$ cat src/rtl/htqp_pkg.sv
// ----------------------------------------------------------------------------
// htqp_pkg
// types, constants and hash helpers shared by the hash table blocks
// ----------------------------------------------------------------------------
`default_nettype none

package htqp_pkg;

   localparam int TABLE_SIZE = 256;
   localparam int IDX_W      = $clog2(TABLE_SIZE);
   localparam int KEY_BYTES  = 8;
   localparam int KEY_W      = 64;
   localparam int VALUE_BITS = 32;
   localparam int LIMIT_W    = 9;
   localparam int COUNT_W    = 9;
   localparam int BYTE_CNT_W = 4;

   localparam logic [LIMIT_W-1:0] LIMIT_RESET = 9'd256;

   localparam logic [63:0] FNV_START = 64'hcbf29ce484222325;

   // commands
   localparam logic [1:0] CMD_INSERT = 2'd0;
   localparam logic [1:0] CMD_LOOKUP = 2'd1;
   localparam logic [1:0] CMD_REMOVE = 2'd2;
   localparam logic [1:0] CMD_UNDEF  = 2'd3;

   // status codes
   localparam logic [2:0] ST_INSERTED  = 3'd0;
   localparam logic [2:0] ST_UPDATED   = 3'd1;
   localparam logic [2:0] ST_FOUND     = 3'd2;
   localparam logic [2:0] ST_NOT_FOUND = 3'd3;
   localparam logic [2:0] ST_REMOVED   = 3'd4;
   localparam logic [2:0] ST_FULL      = 3'd5;
   localparam logic [2:0] ST_NULL      = 3'd6;

   typedef struct packed {
      logic [1:0]  command;
      logic [63:0] key_bytes;
      logic [31:0] value;
   } req_type;

   typedef struct packed {
      logic [2:0]         status;
      logic [31:0]        value_out;
      logic [7:0]         slot_index;
      logic [COUNT_W-1:0] entry_count;
   } rsp_type;

   // classified command passed from front to back
   typedef struct packed {
      logic [1:0]            command;
      logic [KEY_W-1:0]      key;
      logic [VALUE_BITS-1:0] value;
      logic [IDX_W-1:0]      home;
   } item_type;

   // multiply by the fnv prime 2^40 + 0x1b3
   function automatic logic [63:0] fnv_mult(input logic [63:0] h);
      logic [63:0] lo;
      begin
         lo = h * 64'h1b3;
         fnv_mult = lo + {h[23:0], 40'd0};
      end
   endfunction

   // keep bytes up to the first zero byte
   function automatic logic [KEY_W-1:0] key_norm(input logic [63:0] raw);
      logic            live;
      logic [KEY_W-1:0] k;
      begin
         live = 1'b1;
         k    = '0;
         for (int b = 0; b < KEY_BYTES; b++) begin
            if (raw[b*8 +: 8] == 8'd0) begin
               live = 1'b0;
            end
            if (live) begin
               k[b*8 +: 8] = raw[b*8 +: 8];
            end
         end
         key_norm = k;
      end
   endfunction

endpackage

`default_nettype wire

$ cat src/rtl/htqp_front.sv
// ----------------------------------------------------------------------------
// htqp_front
// accepts commands, trims the key and hashes it one byte per cycle
// ----------------------------------------------------------------------------
`default_nettype none

module htqp_front import htqp_pkg::*; (
   input  wire logic     clock,
   input  wire logic     reset,
   input  wire logic     req_valid,
   output logic          req_ready,
   input  wire req_type  req_data,
   output logic          item_valid,
   input  wire logic     item_ready,
   output item_type      item_data
);

   localparam logic [1:0] F_IDLE = 2'd0;
   localparam logic [1:0] F_HASH = 2'd1;
   localparam logic [1:0] F_PUSH = 2'd2;

   logic [1:0]            state_ff, state_in;
   logic [1:0]            cmd_ff;
   logic [KEY_W-1:0]      key_ff;
   logic [VALUE_BITS-1:0] val_ff;
   logic [63:0]           hash_ff, hash_in;
   logic [BYTE_CNT_W-1:0] byte_ff, byte_in;
   logic [7:0]            cur_byte;

   assign req_ready = (state_ff == F_IDLE);

   always_comb begin
      cur_byte = 8'd0;
      if (byte_ff < BYTE_CNT_W'(KEY_BYTES)) begin
         cur_byte = key_ff[byte_ff[2:0]*8 +: 8];
      end
   end

   always_comb begin
      state_in = state_ff;
      hash_in  = hash_ff;
      byte_in  = byte_ff;
      unique case (state_ff)
         F_IDLE: begin
            if (req_valid) begin
               state_in = F_HASH;
               hash_in  = FNV_START;
               byte_in  = '0;
            end
         end
         F_HASH: begin
            hash_in = fnv_mult(hash_ff ^ {56'd0, cur_byte});
            byte_in = byte_ff + 1'b1;
            // the terminator byte is the last one hashed
            if (cur_byte == 8'd0) begin
               state_in = F_PUSH;
            end
         end
         F_PUSH: begin
            if (item_ready) begin
               state_in = F_IDLE;
            end
         end
         default: state_in = F_IDLE;
      endcase
   end

   always_ff @(posedge clock) begin
      if (reset) begin
         state_ff <= F_IDLE;
      end else begin
         state_ff <= state_in;
      end
   end

   always_ff @(posedge clock) begin
      hash_ff <= hash_in;
      byte_ff <= byte_in;
      if (req_valid && req_ready) begin
         cmd_ff <= req_data.command;
         key_ff <= key_norm(req_data.key_bytes);
         val_ff <= req_data.value[VALUE_BITS-1:0];
      end
   end

   assign item_valid        = (state_ff == F_PUSH);
   assign item_data.command = cmd_ff;
   assign item_data.key     = key_ff;
   assign item_data.value   = val_ff;
   assign item_data.home    = hash_ff[IDX_W-1:0];

endmodule

`default_nettype wire

$ cat config.mk
export PLATFORM = sky130hd
export DESIGN_NAME = htqp_front
export DESIGN_NICKNAME = d
export VERILOG_FILES = /design/src/rtl/htqp_pkg.sv /design/src/rtl/htqp_front.sv
export SDC_FILE = /design/constraint.sdc
export NUM_CORES = 1
export LEC_CHECK = 0
export ABC_CLOCK_PERIOD_IN_PS = 7900
export BUFFER_PORTS_ARGS = -buffer_cell sky130_fd_sc_hd__buf_2
export CORE_ASPECT_RATIO = 1.4
export CORE_MARGIN = 4
export CORE_UTILIZATION = 52
export CTS_CLUSTER_SIZE = 12
export DETAILED_ROUTE_END_ITERATION = 10
export PLACE_DENSITY_LB_ADDON = 0.05
export SYNTH_ARGS = -nofsm -noshare
export SYNTH_HDL_FRONTEND = slang
export SYNTH_SLANG_ARGS = --single-unit
$ cat constraint.sdc
create_clock -name clock -period 7.9 [get_ports clock]
set_input_delay 0.79 -clock clock [delete_from_list [all_inputs] [get_ports clock]]
set_output_delay 0.79 -clock clock [all_outputs]
set_load 0.02 [all_outputs]
==> impl_metrics.py <==
metrics = {
    "synth": {
        "synth_top_area_share_pct": 64.34,
        "synthTopCellsByArea": "edfxtp_1, and2_1, mux4_2",
        "synthCells": 325,
        "synthTopCellsByCount": "edfxtp_1, and2_1, ha_1",
        "ys_types": 35,
        "syn_avg_cell_area_um2": 15.80,
        "synth_ff_type": "edfxtp_1",
        "synthArstFlopShare_pct": 0,
        "synthesis.area_um2": 5134,
        "synth_edf_count": 110,
        "synth-seq-cells": 112,
        "yosysWarnings": 0,
        "yosysTopAreaCell": "edfxtp_1",
        "synth_most_common_cell": "edfxtp_1",
        "syn_nets": 451,
        "synth.yosys.seq_area_share_pct": 65.12,
    },
    "min_path": {
        "min_from": "state_ff[1]",
        "hold_path.class": "reg -> reg",
        "holdPathStages": 1,
        "holdPathEnd": "state_ff[0]",
    },
    "cells_and_area": {
        "layout-drive-gt1-share_pct": 46.14,
        "fillers": 751,
        "multi_input_area_um2": 1678,
        "seqCellArea_um2": 3343,
        "nets": 652,
        "syn2layout_area_growth_pct": 27.57,
    },
    "floorplan": {
        "rows": 42,
        "dieArea_um2": 11550,
        "initial_core_util_pct": 53.68,
        "ios": 210,
        "die_h_um": 125.6,
        "fp.dieW_um": 91.98,
        "core_um2": 9564,
    },
    "place": {
        "dp_hpwl_mm": 10.93,
        "gp_congestion": 0.8485,
        "portBuffers": 209,
        "pre_cts_slack_ps": 2138,
    },
    "cts": {
        "cts-htree-levels": 3,
        "cts-root-buf": "clkbuf_16",
        "post_cts_buffers": 0,
        "cts.path.max_buffers": 2,
        "cts_resized": 0,
        "holdBufCountCts": 0,
        "cts_buffers": 9,
        "cts_sinks": 112,
        "cts_tree": "done",
        "clk_latency_ps": 340,
        "clk_pin_slew_worst_paths_ps": 70,
    },
    "grt": {
        "antenna_found_initial": 1,
        "grt_overflow": 0,
        "grt_pass1_wl_mm": 20.53,
        "grt_max_degree": 94,
        "track_usage_pct": 23.95,
        "grt_pass1_vias": 3827,
    },
    "sta": {
        "hold_viol": 0,
        "setup_ws_ps": 2140,
        "finalSetupViolations": 0,
        "fin_skew_ps": 6.088,
        "finalMaxSlewViolations": 0,
        "slew_headroom_pct": 23.44,
        "min_period_over_period_pct": 72.92,
        "rsz0062_at_grt": "false",
        "worst_pin_slew_ps": 1148,
        "fmax_mhz": 173.6,
        "final.min_clock_period_ps": 5760,
        "tns_ps": 0,
    },
    "drt": {
        "route.detailed.drc": 0,
        "drtIter0Drc": 205,
        "vias": 3417,
        "routed_via_density": 5.146,
        "firstDrtPassIters": 4,
        "ant_nets": 0,
        "totalWireLength_mm": 13.36,
        "routedWlPerCell_um": 20.12,
    },
    "setup_path": {
        "critPathCaptureType": "register",
        "r2r-end": "hash_ff[7]",
        "reg2regPathDepth": 17,
        "required_ps": 8100,
        "rr_startpoint": "byte_ff[1]",
        "cp.arrival_ps": 5960,
        "cp-start-kind": "register",
        "rrSetupSlack_ps": 2140,
        "cp_max_fo": 18,
        "path_class": "reg -> reg",
        "crit_path_start": "byte_ff[1]",
    },
    "run": {
        "maxCapViolCount": 0,
    },
    "power": {
        "ir_worst_vdd_mv": 0.2925,
        "power.leakage_nw": 2.719,
        "powerDensity_nw_per_um2": 359.3,
    },
    "outcome": {
        "status": "completed",
    },
}
==> worst max-delay path: stages, from the launching register on <==
cell and delay (ps):
edfxtp_1 890, mux4_2 590, mux2i_1 190, nor2_1 100, xor2_1 260, ha_1 300
fa_1 460, ha_1 330, fa_1 490, ha_1 290, inv_1 50, fa_1 430
xnor2_1 160, xnor3_1 430, xnor2_1 200, xnor2_1 150, xnor3_1 220, nor2_1 90
==> state kept, by name, indices dropped and copies added, names as in the netlist <==
register  cells
key_ff       64
state_ff      2
cmd_ff        2
byte_ff       4
val_ff       32
hash_ff       8
==> per-layer routing <==
metal / track usage [%] / part of all wire (%)
met3: 6.731 / 7.0
met1: 24.79 / 33
met5: 0 / 0
met4: 6.912 / 1.7
met2: 46.13 / 58
==> power breakdown <==
part	total [mW]	switching, mW	leakage, nW	internal [mW]
logic	1.10	0.542	1.50	0.560
clock network	0.447	0.201	0.148	0.247
registers	0.803	0.0557	1.07	0.747
total	2.35	0.799	2.72	1.55
==> metrics by stage <==
| step | total power, mW | cell area, um2 | hold slack (ps) | std cells | util (%) |
|---|---|---|---|---|---|
| 2_1_floorplan | 1.661 | 5134 | 448.9 | 325 | - |
| 3_3_place_gp | 1.935 | 6251 | 473.2 | 647 | 65.36 |
| 3_5_place_dp | 1.951 | 6251 | 481.5 | 647 | 65.36 |
| 4_1_cts | 2.399 | 6546 | 491.4 | 663 | 68.45 |
| 5_1_grt | 2.548 | 6549 | 524.7 | 664 | 68.47 |
| 6_report | 2.353 | 6549 | 497.4 | 664 | 68.47 |
==> worst max path at each step <==
| stage | depth (start not counted) | to | slack, ps |
|---|---|---|---|
| after floorplan | 19 | hash_ff[7] | 2850 |
| after global placement | 17 | hash_ff[7] | 2240 |
| after detailed placement | 17 | hash_ff[7] | 2140 |
| after CTS | 17 | hash_ff[7] | 2100 |
| after global routing | 17 | hash_ff[7] | 1840 |
| final | 17 | hash_ff[7] | 2140 |
==> cell type report <==
class,count,share of cell area [%]
tap,132,2.522
clock inverter,7,1.070
clock buffer,9,3.439
antenna,1,0.03821
inverter,3,0.1720
multi-input combinational,190,25.62
timing repair buffer,210,16.09
sequential,112,51.05
==> layout by cell type (no fill, tap or decap), types with 7 or more instances in the layout <==
| cell | n |
|---|---|
| and3_1 | 11 |
| mux4_2 | 12 |
| nand2_1 | 8 |
| edfxtp_1 | 110 |
| and2_1 | 52 |
| xnor2_1 | 7 |
| nor2_1 | 14 |
| buf_2 | 209 |
| clkbuf_16 | 9 |
| ha_1 | 20 |
| nor4_1 | 15 |
| xor2_1 | 9 |
==> cells by family (layout without fill, tap and decap cells) <==
family	count (synthesis)	in the layout	share of synthesized area [%]
compound gates	7	7	1.145
xor+xnor	18	18	3.607
fa+ha+maj	24	24	6.434
buf+inv	23	229	2.242
flops	112	112	65.12
mux	22	22	7.897
other cells	0	1	0
simple gates	119	119	13.55
No activity file was read; power rests on OpenSTA's default activity.
