File: src/rtl/htqp_pkg.sv
// ----------------------------------------------------------------------------
// htqp_pkg
// types, constants and hash helpers shared by the hash table blocks
// ----------------------------------------------------------------------------
`default_nettype none

package htqp_pkg;

   localparam int TABLE_SIZE = 256;
   localparam int IDX_W      = $clog2(TABLE_SIZE);
   localparam int KEY_BYTES  = 8;
   localparam int KEY_W      = 64;
   localparam int VALUE_BITS = 32;
   localparam int LIMIT_W    = 9;
   localparam int COUNT_W    = 9;
   localparam int BYTE_CNT_W = 4;

   localparam logic [LIMIT_W-1:0] LIMIT_RESET = 9'd256;

   localparam logic [63:0] FNV_START = 64'hcbf29ce484222325;

   // commands
   localparam logic [1:0] CMD_INSERT = 2'd0;
   localparam logic [1:0] CMD_LOOKUP = 2'd1;
   localparam logic [1:0] CMD_REMOVE = 2'd2;
   localparam logic [1:0] CMD_UNDEF  = 2'd3;

   // status codes
   localparam logic [2:0] ST_INSERTED  = 3'd0;
   localparam logic [2:0] ST_UPDATED   = 3'd1;
   localparam logic [2:0] ST_FOUND     = 3'd2;
   localparam logic [2:0] ST_NOT_FOUND = 3'd3;
   localparam logic [2:0] ST_REMOVED   = 3'd4;
   localparam logic [2:0] ST_FULL      = 3'd5;
   localparam logic [2:0] ST_NULL      = 3'd6;

   typedef struct packed {
      logic [1:0]  command;
      logic [63:0] key_bytes;
      logic [31:0] value;
   } req_type;

   typedef struct packed {
      logic [2:0]         status;
      logic [31:0]        value_out;
      logic [7:0]         slot_index;
      logic [COUNT_W-1:0] entry_count;
   } rsp_type;

   // classified command passed from front to back
   typedef struct packed {
      logic [1:0]            command;
      logic [KEY_W-1:0]      key;
      logic [VALUE_BITS-1:0] value;
      logic [IDX_W-1:0]      home;
   } item_type;

   // multiply by the fnv prime 2^40 + 0x1b3
   function automatic logic [63:0] fnv_mult(input logic [63:0] h);
      logic [63:0] lo;
      begin
         lo = h * 64'h1b3;
         fnv_mult = lo + {h[23:0], 40'd0};
      end
   endfunction

   // keep bytes up to the first zero byte
   function automatic logic [KEY_W-1:0] key_norm(input logic [63:0] raw);
      logic            live;
      logic [KEY_W-1:0] k;
      begin
         live = 1'b1;
         k    = '0;
         for (int b = 0; b < KEY_BYTES; b++) begin
            if (raw[b*8 +: 8] == 8'd0) begin
               live = 1'b0;
            end
            if (live) begin
               k[b*8 +: 8] = raw[b*8 +: 8];
            end
         end
         key_norm = k;
      end
   endfunction

endpackage

`default_nettype wire

File: src/rtl/htqp_fifo.sv
// ----------------------------------------------------------------------------
// htqp_fifo
// two-entry queue between the hashing front and the probing back
// ----------------------------------------------------------------------------
`default_nettype none

module htqp_fifo import htqp_pkg::*; (
   input  wire logic     clock,
   input  wire logic     reset,
   input  wire logic     wr_valid,
   output logic          wr_ready,
   input  wire item_type wr_data,
   output logic          rd_valid,
   input  wire logic     rd_ready,
   output item_type      rd_data
);

   item_type    mem_ff [2];
   logic        wptr_ff, rptr_ff;
   logic [1:0]  cnt_ff;
   logic        push, pop;

   assign wr_ready = (cnt_ff != 2'd2);
   assign rd_valid = (cnt_ff != 2'd0);
   assign rd_data  = mem_ff[rptr_ff];
   assign push     = wr_valid && wr_ready;
   assign pop      = rd_valid && rd_ready;

   always_ff @(posedge clock) begin
      if (reset) begin
         wptr_ff <= 1'b0;
         rptr_ff <= 1'b0;
         cnt_ff  <= 2'd0;
      end else begin
         if (push) begin
            wptr_ff <= ~wptr_ff;
         end
         if (pop) begin
            rptr_ff <= ~rptr_ff;
         end
         if (push && !pop) begin
            cnt_ff <= cnt_ff + 2'd1;
         end else if (pop && !push) begin
            cnt_ff <= cnt_ff - 2'd1;
         end
      end
   end

   always_ff @(posedge clock) begin
      if (push) begin
         mem_ff[wptr_ff] <= wr_data;
      end
   end

endmodule

`default_nettype wire

File: config.mk
export PLATFORM = sky130hd
export DESIGN_NAME = htqp_fifo
export DESIGN_NICKNAME = d
export VERILOG_FILES = /design/src/rtl/htqp_pkg.sv /design/src/rtl/htqp_fifo.sv
export SDC_FILE = /design/constraint.sdc
export NUM_CORES = 1
export LEC_CHECK = 0
export BUFFER_PORTS_ARGS = -buffer_cell sky130_fd_sc_hd__buf_2
export CORE_AREA = 2 2 145 147
export CTS_CLUSTER_SIZE = 16
export DETAILED_ROUTE_END_ITERATION = 7
export DIE_AREA = 0 0 147 149
export PLACE_DENSITY = 0.65
export SLEW_MARGIN = 20
export SYNTH_ARGS = -nofsm -noshare
export SYNTH_HDL_FRONTEND = slang
export SYNTH_SLANG_ARGS = --single-unit
File: constraint.sdc
create_clock -name clock -period 4.7 [get_ports clock]
set_input_delay 0 -clock clock [delete_from_list [all_inputs] [get_ports clock]]
set_output_delay 0 -clock clock [all_outputs]
set_load 0.02 [all_outputs]
==> impl_results.md, run 1 <==
- CP Cell Sequence: buf_4 -> mux2_2 -> buf_2
- WP data required: roughly 4.7 ns
- Rows: 53
- CP Max Fanout: 59
- Max Cap Viol: 0
- Status: finished, final reports clean
- Die width: approximately 150 um
- Dpl hpwl: slightly below 10000 um
- Ant. Diodes: 0
- Leading area contributor after synthesis: edfxtp_1
- VDD IR-drop max: 0.374 mV
- #FFs+latches synth: ~220
- Worst setup SP type: flop
- Final WS setup: between 2 and 2.5 ns
- Vias in the first global route: between 4000 and 5000
- Sequential area share after synthesis: 0.805
- Post-CTS Setup Bufs: 0
- CP Class: reg2out
- ANT nets after route: 0
- Core area: 20600 um2
- Starting Density: 0.391
- Root Buffer: clkbuf_16
- Final Skew: around 0.013 ns
- Tightest Pin Transition: around 0.86 ns
- Area contributors post-synth: edfxtp_1 79%, mux2_2 9.3%, mux2_4 7.5%
- Top cell type's share of synthesized area: 0.793
- Relative slew margins: 0.428
- Clock buffer count from CTS: 22
- Syn Inst Count: between 300 and 400
- Vias per std cell: 4.53
- Post-Syn Area: 8030 um2
- Setup TNS: 0 ns
- Clock sinks: ~220
- Ports: 218
- Area Overhead vs Synth: 38.9%
- Clk buf depth: 3
- Synth warn: 0
- CP max-delay cell: dfxtp_4
- DIE HEIGHT: 149 um
- F_max: between 300 and 400 MHz
- CTS H-Tree Depth: 1
- DR iter-0 viols: between 150 and 200
- Total power: 5660 uW
- Crit share post-route: 0.536
- Worst path arrival time: 2.52 ns
- First-pass GRT wire length: ~24000 um
- RSZ-0062 raised after global routing: false
- Unique cell type count in the Yosys netlist: 19
- Post-synthesis xor/xnor area fraction: 0.00327
- Post-Route WL: around 16000 um
- Gr ovfl total: 0
- Post-synthesis simple-gate area fraction: 0.00623
- Worst hold path class: in2reg
- Share of cells above drive strength 1: 0.501
- Nets: ~810
- Max Slew Vio Count: 0
- Die ar.: 21900 um2
- Largest net degree at the start of global routing: 90
- Main combinational cell family by area after synthesis: multiplexers
- Crit path largest cell delay: around 0.9 ns
- Lkg Pwr: 0.00425 uW
- Final core utilization: 0.543
- Final Setup Violations: 0
- Metal1 wirelength: 6480 um
- Post-layout min period: 2.52 ns
- Syn_area_per_cell: around 23 um2
- Hold Fails Final Rpt: 0
- Gr usage total: 0.139
- Vias post-DR: between 4000 and 5000
- Number of I/O port buffers: 217
- Metal2 WL: 8000 um
- Top Layer Used: met4
- Clock Latency Late Sink: slightly below 0.5 ns
- Syn Nets: roughly 470
- Power Density: 507 nW/um2
- Place WS: ~2.2 ns
- Synth Area in Compound Gates: 0.00374
- WL/cell: about 16 um
- Clock slew at reported path FFs: about 0.06 ns
- CP Capture Type: primary output
- Post-synthesis adder-cell area fraction: 0.00156
- CTS tree: done
- Mux cell area share after synthesis: 0.167
- Met3 routed WL: 1210 um
- DR pass1 iterations: 4
- Routability congestion estimate: 0.744
- Initial antenna violation count: 0
- DR DRC count: 0
==> cells in the final DEF (no fill, tap or decap) <==
cell / Yosys / layout
xor2_1: 3 / 3
a21oi_1: 2 / 2
mux2_2: 66 / 66
inv_6: 0 / 1
or3_1: 1 / 1
clkinv_1: 0 / 10
clkbuf_16: 0 / 23
a21bo_2: 1 / 1
o21ai_0: 2 / 2
and2_1: 1 / 1
nand3b_1: 1 / 1
dlygate4sd3_1: 0 / 110
mux2_4: 40 / 40
nand2b_1: 1 / 1
dfxtp_4: 0 / 1
edfxtp_1: 212 / 212
clkbuf_1: 0 / 5
ha_1: 1 / 1
buf_4: 0 / 5
or2_2: 1 / 1
and3_4: 0 / 1
clkinvlp_4: 0 / 1
nor2_1: 3 / 3
buf_2: 6 / 217
dfxtp_1: 5 / 4
==> cell type report <==
type	instances	area, um2
clock inverter	11	45.0
tap	275	344
clock buffer	28	594
inverter	1	8.76
multi-input combinational	124	1470
sequential	217	6470
timing repair buffer	332	2220
fill	1620	9400
==> critical path, delay by kind of cell, from the launching register on <==
kind	cells	cell delay, ns
buffers and inverters	2	0.72
flip-flops	1	0.89
multiplexers	1	0.40
==> routing by layer <==
| metal | GRT usage | vias up |
|---|---|---|
| met3 | 0.0394 | 21 |
| met4 | 0.0337 | 0 |
| met2 | 0.252 | 164 |
| met5 | 0 | - |
| met1 | 0.164 | 2197 |
| li1 | - | 2091 |
==> path summary, 6_finish.rpt <==
path,from,end,slack (ns),depth (start not counted)
hold / removal,wr_data[33],mem_ff[0][33],0.23,2
setup / recovery,flop,rd_data[53],2.18,3
setup reg to reg,cnt_ff[0],mem_ff[0][79],2.41,4
hold reg to reg,rptr_ff,rptr_ff,0.53,2
==> registers in the layout, indices dropped and copies added, names as in the netlist, named ones only <==
name / flops
wptr_ff: 1
mem_ff: 212
cnt_ff: 2
rptr_ff: 1
==> what timing repair did <==
item	4_1_cts	5_1_grt
hold endpoints to repair	217	0
gates resized for setup	0	0
hold buffers	110	0
==> cell usage after synthesis (all sizes together) <==
library cell and n:
xor2 3, dfxtp 5, mux2 106, or3 1, edfxtp 212, buf 12
nand3b 1, nand2b 1, nor2 3, inv 1, and2 1, a21bo 1
a21oi 2, ha 1, or2 1, o21ai 2, and3 1
==> power breakdown <==
part	switching (uW)	total, uW	internal (uW)	leakage (uW)
logic	860	1550	694	0.00192
registers	130	2550	2420	0.00202
clock network	666	1550	886	0.000305
==> stage by stage <==
step	instance area [um2]	hold slack, ns	instances
finish	11200	0.231	988
global route	11200	0.219	988
CTS	11200	0.203	988
detailed placement	9410	0.191	839
global placement	9410	0.189	839
floorplan	8030	0.0691	354
==> logic make-up after synthesis <==
family	after synthesis
AO/OA/AOI/OAI	5
XOR/XNOR	3
adder cells (fa/ha/maj)	1
multiplexers	106
buffers and inverters	13
flip-flops	217
AND/OR/NAND/NOR	9
No activity file was read; power rests on OpenSTA's default activity.
==> run 2, diff against run 1 <==
--- a/config.mk
+++ b/config.mk
@@ -10,7 +10,7 @@
 export CTS_CLUSTER_SIZE = 16
 export DETAILED_ROUTE_END_ITERATION = 7
 export DIE_AREA = 0 0 147 149
-export PLACE_DENSITY = 0.65
+export PLACE_DENSITY = 0.67
 export SLEW_MARGIN = 20
 export SYNTH_ARGS = -nofsm -noshare
 export SYNTH_HDL_FRONTEND = slang
==> constraint.sdc (replaced) <==
create_clock -name clock -period 2.05 [get_ports clock]
set_input_delay 0 -clock clock [delete_from_list [all_inputs] [get_ports clock]]
set_output_delay 0 -clock clock [all_outputs]
set_load 0.02 [all_outputs]
==> impl_results.md, run 2 (same netlist as run 1, synthesis figures left out) <==
- Status: finished, final reports clean
- RSZ-0062 raised after global routing: false
- Min-Delay Startpoint: wr_data[12]
- Routability congestion estimate: ~0.75
- Int Pwr: 9600 uW
- Crit path largest cell delay: just under 0.4 ns
- Nets: just over 800
- Post-CTS Setup Bufs: 0
- Share of cells above drive strength 1: 0.517
- DR DRC count: 0
- Hold EP: mem_ff[1][12]
- Switch share: 0.287
- Place WS: around 0.48 ns
- Commonest non-fill, non-tap cell in the layout: buf_2
- Total power: ~13000 uW
- Placed cells: approximately 840
- Ant. Diodes: 0
- Power Density: 1190 nW/um2
- Rows: 53
- Top reg by flops: mem_ff
- Ports: around 220
- DR iter-0 viols: 150
- Worst setup SP type: flop
- Layout Cells excl Fill: between 900 and 1000
- Die width: ~150 um
- CP max-delay cell: mux2_2
- Largest net degree at the start of global routing: 61
- Number of I/O port buffers: 217
- Final WS setup: between 0.2 and 0.3 ns
- FF-to-FF Start: cnt_ff[1]
- Clk pwr share: 0.294
- DR pass1 iterations: 4
- Sequential share of power: 0.423
- Lkg Pwr: 0.00432 uW
- Max Slew Vio Count: 0
- FILL cells: ~1600
- Worst path arrival time: around 1.8 ns
- First-pass GRT wire length: roughly 25000 um
- Core area: roughly 21000 um2
- Post-Route WL: around 16000 um
- Initial antenna violation count: 0
- Final Skew: around 0.017 ns
- Vias per std cell: approximately 4.6
- Gr ovfl total: 0
- Vias in the first global route: roughly 5000
- ANT nets after route: 0
- Final Setup Violations: 0
- Post-layout min period: about 1.8 ns
- R2r setup slk: about 0.42 ns
- VDD IR-drop max: between 0.8 and 0.9 mV
- Hold Path Stages: 2
- Crit share post-route: 0.874
- Hold_buf cts: 109
- Die ar.: between 20000 and 25000 um2
- Clock buffer count from CTS: 23
- CTS tree: done
- WL/cell: between 15 and 20 um
- CP Class: reg2out
- CP Capture Type: primary output
- DIE HEIGHT: ~150 um
- Clock slew at reported path FFs: 0.06 ns
- CP Max Fanout: 59
- Worst r2r dst: cnt_ff[1]
- Worst R2R Path Depth: 5
- Max Cap Viol: 0
- Hold Fails Final Rpt: 0
- Gr usage total: 0.142
- Tightest Pin Transition: 0.402 ns
- Clk buf depth: 3
- Max reg flops: between 200 and 250
- CTS H-Tree Depth: 1
- Relative slew margins: 0.732
- Vias post-DR: 4537
- CP Cell Sequence: buf_12 -> mux2_2 -> buf_2
- Most frequent cells in the layout: 217 x buf_2, 212 x edfxtp_1, 109 x dlygate4sd3_1, 66 x mux2_2, 40 x mux2_4
- Worst hold path class: in2reg
- Area Overhead vs Synth: 41.1%
- Biggest registers after layout: mem_ff x212, cnt_ff x2
- WP data required: between 2 and 2.5 ns
- Dpl hpwl: 9580 um
- Combinational power share: 0.283
- Clock Latency Late Sink: ~0.5 ns
- Starting Density: 0.391
- Root Buffer: clkbuf_16
- Post_cts resized: 0
- Sw power: 3860 uW
- Clock sinks: around 220
- F_max: 558 MHz
## run 2: how the worst max path moves through the flow
| stage | startpoint | to | slack (ns) | depth (start not counted) |
|---|---|---|---|---|
| 2_1_floorplan | cnt_ff[0] | mem_ff[0][0] | -0.57 | 3 |
| 3_3_place_gp | cnt_ff[0] | cnt_ff[1] | 0.54 | 5 |
| 3_5_place_dp | cnt_ff[0] | cnt_ff[1] | 0.48 | 5 |
| 4_1_cts | flop | rd_data[104] | 0.23 | 3 |
| 5_1_grt | flop | rd_data[14] | 0.19 | 3 |
| 6_report | flop | rd_data[11] | 0.26 | 3 |
## run 2: per-stage QoR
stage	TNS, ns	instance area (um2)	utilization	hold slack [ns]
global route	0	11300	0.551	0.220
detailed placement	0	9510	0.463	0.192
CTS	0	11300	0.551	0.200
global placement	0	9510	0.463	0.189
floorplan	-88.94	8040	-	0.0650
finish	0	11300	0.551	0.228
## run 2: critical path: cells and delay by family (launching register included)
| family | cells | cell delay (ns) |
|---|---|---|
| buffers and inverters | 2 | 0.47 |
| multiplexers | 1 | 0.39 |
| flip-flops | 1 | 0.37 |
## run 2: power by group through the flow
stage / Sequential (uW) / Combinational, uW / Clock, uW
2_1_floorplan: 5760 / 2590 / 0
3_3_place_gp: 5750 / 3630 / 0
3_5_place_dp: 5790 / 3680 / 0
4_1_cts: 5700 / 3850 / 4070
5_1_grt: 5740 / 4070 / 4230
6_report: 5690 / 3820 / 3960
## run 2: metal layers
layer / vias to the layer above / part of all wire / track usage
met2: 184 / 0.51 / 0.256
met3: 40 / 0.071 / 0.0431
li1: 2104 / - / -
met4: 0 / 0.029 / 0.0452
met5: - / 0 / 0
met1: 2209 / 0.39 / 0.162
## run 2: layout make-up
type / count / area [um2] / area share
inverter: 1 / 7.51 / 0.000662
sequential: 217 / 6470 / 0.571
multi-input combinational: 124 / 1480 / 0.130
tap: 275 / 344 / 0.0304
clock inverter: 10 / 105 / 0.00927
timing repair buffer: 333 / 2300 / 0.203
clock buffer: 31 / 626 / 0.0552
==> run 3, diff against run 2 <==
--- a/config.mk
+++ b/config.mk
@@ -5,12 +5,13 @@
 export SDC_FILE = /design/constraint.sdc
 export NUM_CORES = 1
 export LEC_CHECK = 0
+export ABC_AREA = 1
 export BUFFER_PORTS_ARGS = -buffer_cell sky130_fd_sc_hd__buf_2
 export CORE_AREA = 2 2 145 147
 export CTS_CLUSTER_SIZE = 16
 export DETAILED_ROUTE_END_ITERATION = 7
 export DIE_AREA = 0 0 147 149
-export PLACE_DENSITY = 0.67
+export PLACE_DENSITY = 0.68
 export SLEW_MARGIN = 20
 export SYNTH_ARGS = -nofsm -noshare
 export SYNTH_HDL_FRONTEND = slang
==> impl_results.md, run 3 <==
- Top reg by flops: mem_ff
- F_max: 561 MHz
- Initial antenna violation count: 0
- Mux cell area share after synthesis: 0.167
- Total power: approximately 13000 uW
- Nets: 823
- DR iter-0 viols: 171
- Die width: between 100 and 150 um
- Hold_buf cts: approximately 110
- Status: finished, final reports clean
- Post-synthesis simple-gate area fraction: 0.00949
- WL/cell: 16.1 um
- Worst r2r dst: mem_ff[0][44]
- Post-CTS Setup Bufs: 0
- Most used flip-flop cell after synthesis: edfxtp_1
- Power Density: between 1000 and 1500 nW/um2
- Tightest Pin Transition: 0.515 ns
- Syn Inst Count: ~370
- VDD IR-drop max: 0.770 mV
- WP buf/inv: 2
- Post-layout min period: 1.78 ns
- Async SR Flop Fraction: 0
- Syn_area_per_cell: between 20 and 25 um2
- Worst Setup EP: rd_data[104]
- Count leader, synth: edfxtp_1
- Max Slew Vio Count: 0
- Starting Density: 0.391
- Worst hold path class: in2reg
- Largest net degree at the start of global routing: 90
- Final Skew: ~0.012 ns
- Worst R2R Path Depth: 5
- Root Buffer: clkbuf_16
- Routability congestion estimate: about 0.73
- WP depth: 3
- Area Overhead vs Synth: 40.0%
- Final WS setup: between 0.2 and 0.3 ns
- Vias per std cell: roughly 4.6
- Max reg flops: ~210
- CP Cell Sequence: buf_12 -> mux2_2 -> buf_2
- Post-synthesis xor/xnor area fraction: 0
- Vias in the first global route: 5157
- Lkg Pwr: ~0.0043 uW
- Synth Area in Compound Gates: 0.00249
- Crit share post-route: 0.870
- Area contributors post-synth: edfxtp_1 79%, mux2_2 9.2%, mux2_4 7.5%
- Clock buffer count from CTS: 23
- Final core utilization: 0.548
- Sequential area share after synthesis: 0.804
- CP max-delay cell: mux2_2
- Post-Route WL: between 15000 and 20000 um
- CP top delay family: buffers and inverters
- Share of cells above drive strength 1: 0.502
- Core area: about 21000 um2
- Relative slew margins: 0.657
- Leading area contributor after synthesis: edfxtp_1
- ANT nets after route: 0
- WHS: 0.226 ns
- Post_cts resized: 0
- DIE HEIGHT: ~150 um
- Clock sinks: 217
- Post-synthesis adder-cell area fraction: 0.00155
- Rows: 53
- Die ar.: ~22000 um2
- Vias post-DR: around 4600
- Place WS: just over 0.5 ns
- FF-to-FF Start: cnt_ff[0]
- Top cell type's share of synthesized area: 0.791
- CP Max Fanout: 49
- CTS tree: done
- CP Class: reg2out
- Ant. Diodes: 0
- R2r setup slk: 0.51 ns
- EDFF count, synth: ~210
- Clock slew at reported path FFs: about 0.06 ns
- Hold Fails Final Rpt: 0
- WP data required: just over 2 ns
- Clk buf depth: 3
- Number of I/O port buffers: ~220
- Clock Latency Late Sink: roughly 0.5 ns
- CTS H-Tree Depth: 1
- Main combinational cell family by area after synthesis: multiplexers
- Syn Nets: 478
- DR DRC count: 0
- FILL cells: ~1600
- Synth warn: 0
- Gr ovfl total: 0
- Unique cell type count in the Yosys netlist: 14
- Worst setup SP type: flop
- Crit path largest cell delay: between 0.4 and 0.5 ns
- Ports: 218
- Most frequent cells in the layout: 217 x buf_2, 212 x edfxtp_1, 109 x dlygate4sd3_1, 66 x mux2_2, 40 x mux2_4
- Post-Syn Area: 8050 um2
- CP Capture Type: primary output
- Dpl hpwl: ~10000 um
- Worst path arrival time: about 1.8 ns
- First-pass GRT wire length: between 20000 and 30000 um
- Gr usage total: 0.145
- Biggest registers after layout: mem_ff x212, cnt_ff x2
- #FFs+latches synth: approximately 220
- RSZ-0062 raised after global routing: false
- Max Cap Viol: 0
- Final Setup Violations: 0
- DR pass1 iterations: 4
- Post-synth top cells: 212 x edfxtp_1, 66 x mux2_2, 40 x mux2_4
- Commonest non-fill, non-tap cell in the layout: buf_2
==> run 3: changes by cell type after synthesis, moves of 2 or more <==
cell	change
nand2_1	+9
inv_1	+7
nor2_1	+4
xor2_1	-3
nand3_1	+2
==> run 3: worst min path at each step <==
stage                startpoint             to  slack [ns]  cells after the start
floorplan            wr_data[0]   mem_ff[0][0]         0.1                      0
global placement    wr_data[51]  mem_ff[0][51]        0.19                      1
detailed placement  wr_data[17]  mem_ff[1][17]        0.19                      1
CTS                 wr_data[51]  mem_ff[1][51]        0.20                      2
global route         wr_data[8]   mem_ff[0][8]        0.22                      2
finish              wr_data[69]  mem_ff[0][69]        0.23                      2
==> run 3: report_power, final <==
part           switching [uW]  total, uW  leakage (uW)  internal, uW
registers                 156       5770       0.00202          5610
clock network            1560       3600      0.000324          2040
logic                    2050       3550       0.00198          1500
total                    3770      12900       0.00433          9150
==> run 3: layer usage <==
layer / vias up / GRT usage / part of all wire
li1: 2130 / - / -
met1: 2254 / 0.160 / 0.37
met2: 184 / 0.271 / 0.53
met3: 44 / 0.0394 / 0.071
met4: 0 / 0.0514 / 0.028
met5: - / 0 / 0
==> run 3: layout make-up <==
cell class	count	area, um2	share of cell area
clock inverter	15	67.6	0.00600
sequential	217	6470	0.575
inverter	8	30.0	0.00267
timing repair buffer	332	2280	0.203
multi-input combinational	130	1480	0.132
tap	275	344	0.0305
clock buffer	25	583	0.0518
==> run 3: logic make-up (layout without fill, tap and decap cells) <==
logic type,Yosys count,count (layout)
DFF,217,217
muxes,106,106
buffers and inverters,20,380
and+or+nand+nor,19,19
AOI/OAI and AO/OA,4,4
adders and majority gates,1,1
==> run 3: stage by stage <==
stage	TNS, ns	area, um2	instances
2_1_floorplan	-104.41	8080	367
3_3_place_gp	0	9520	853
3_5_place_dp	0	9520	853
4_1_cts	0	11300	1002
5_1_grt	0	11300	1002
6_report	0	11300	1002
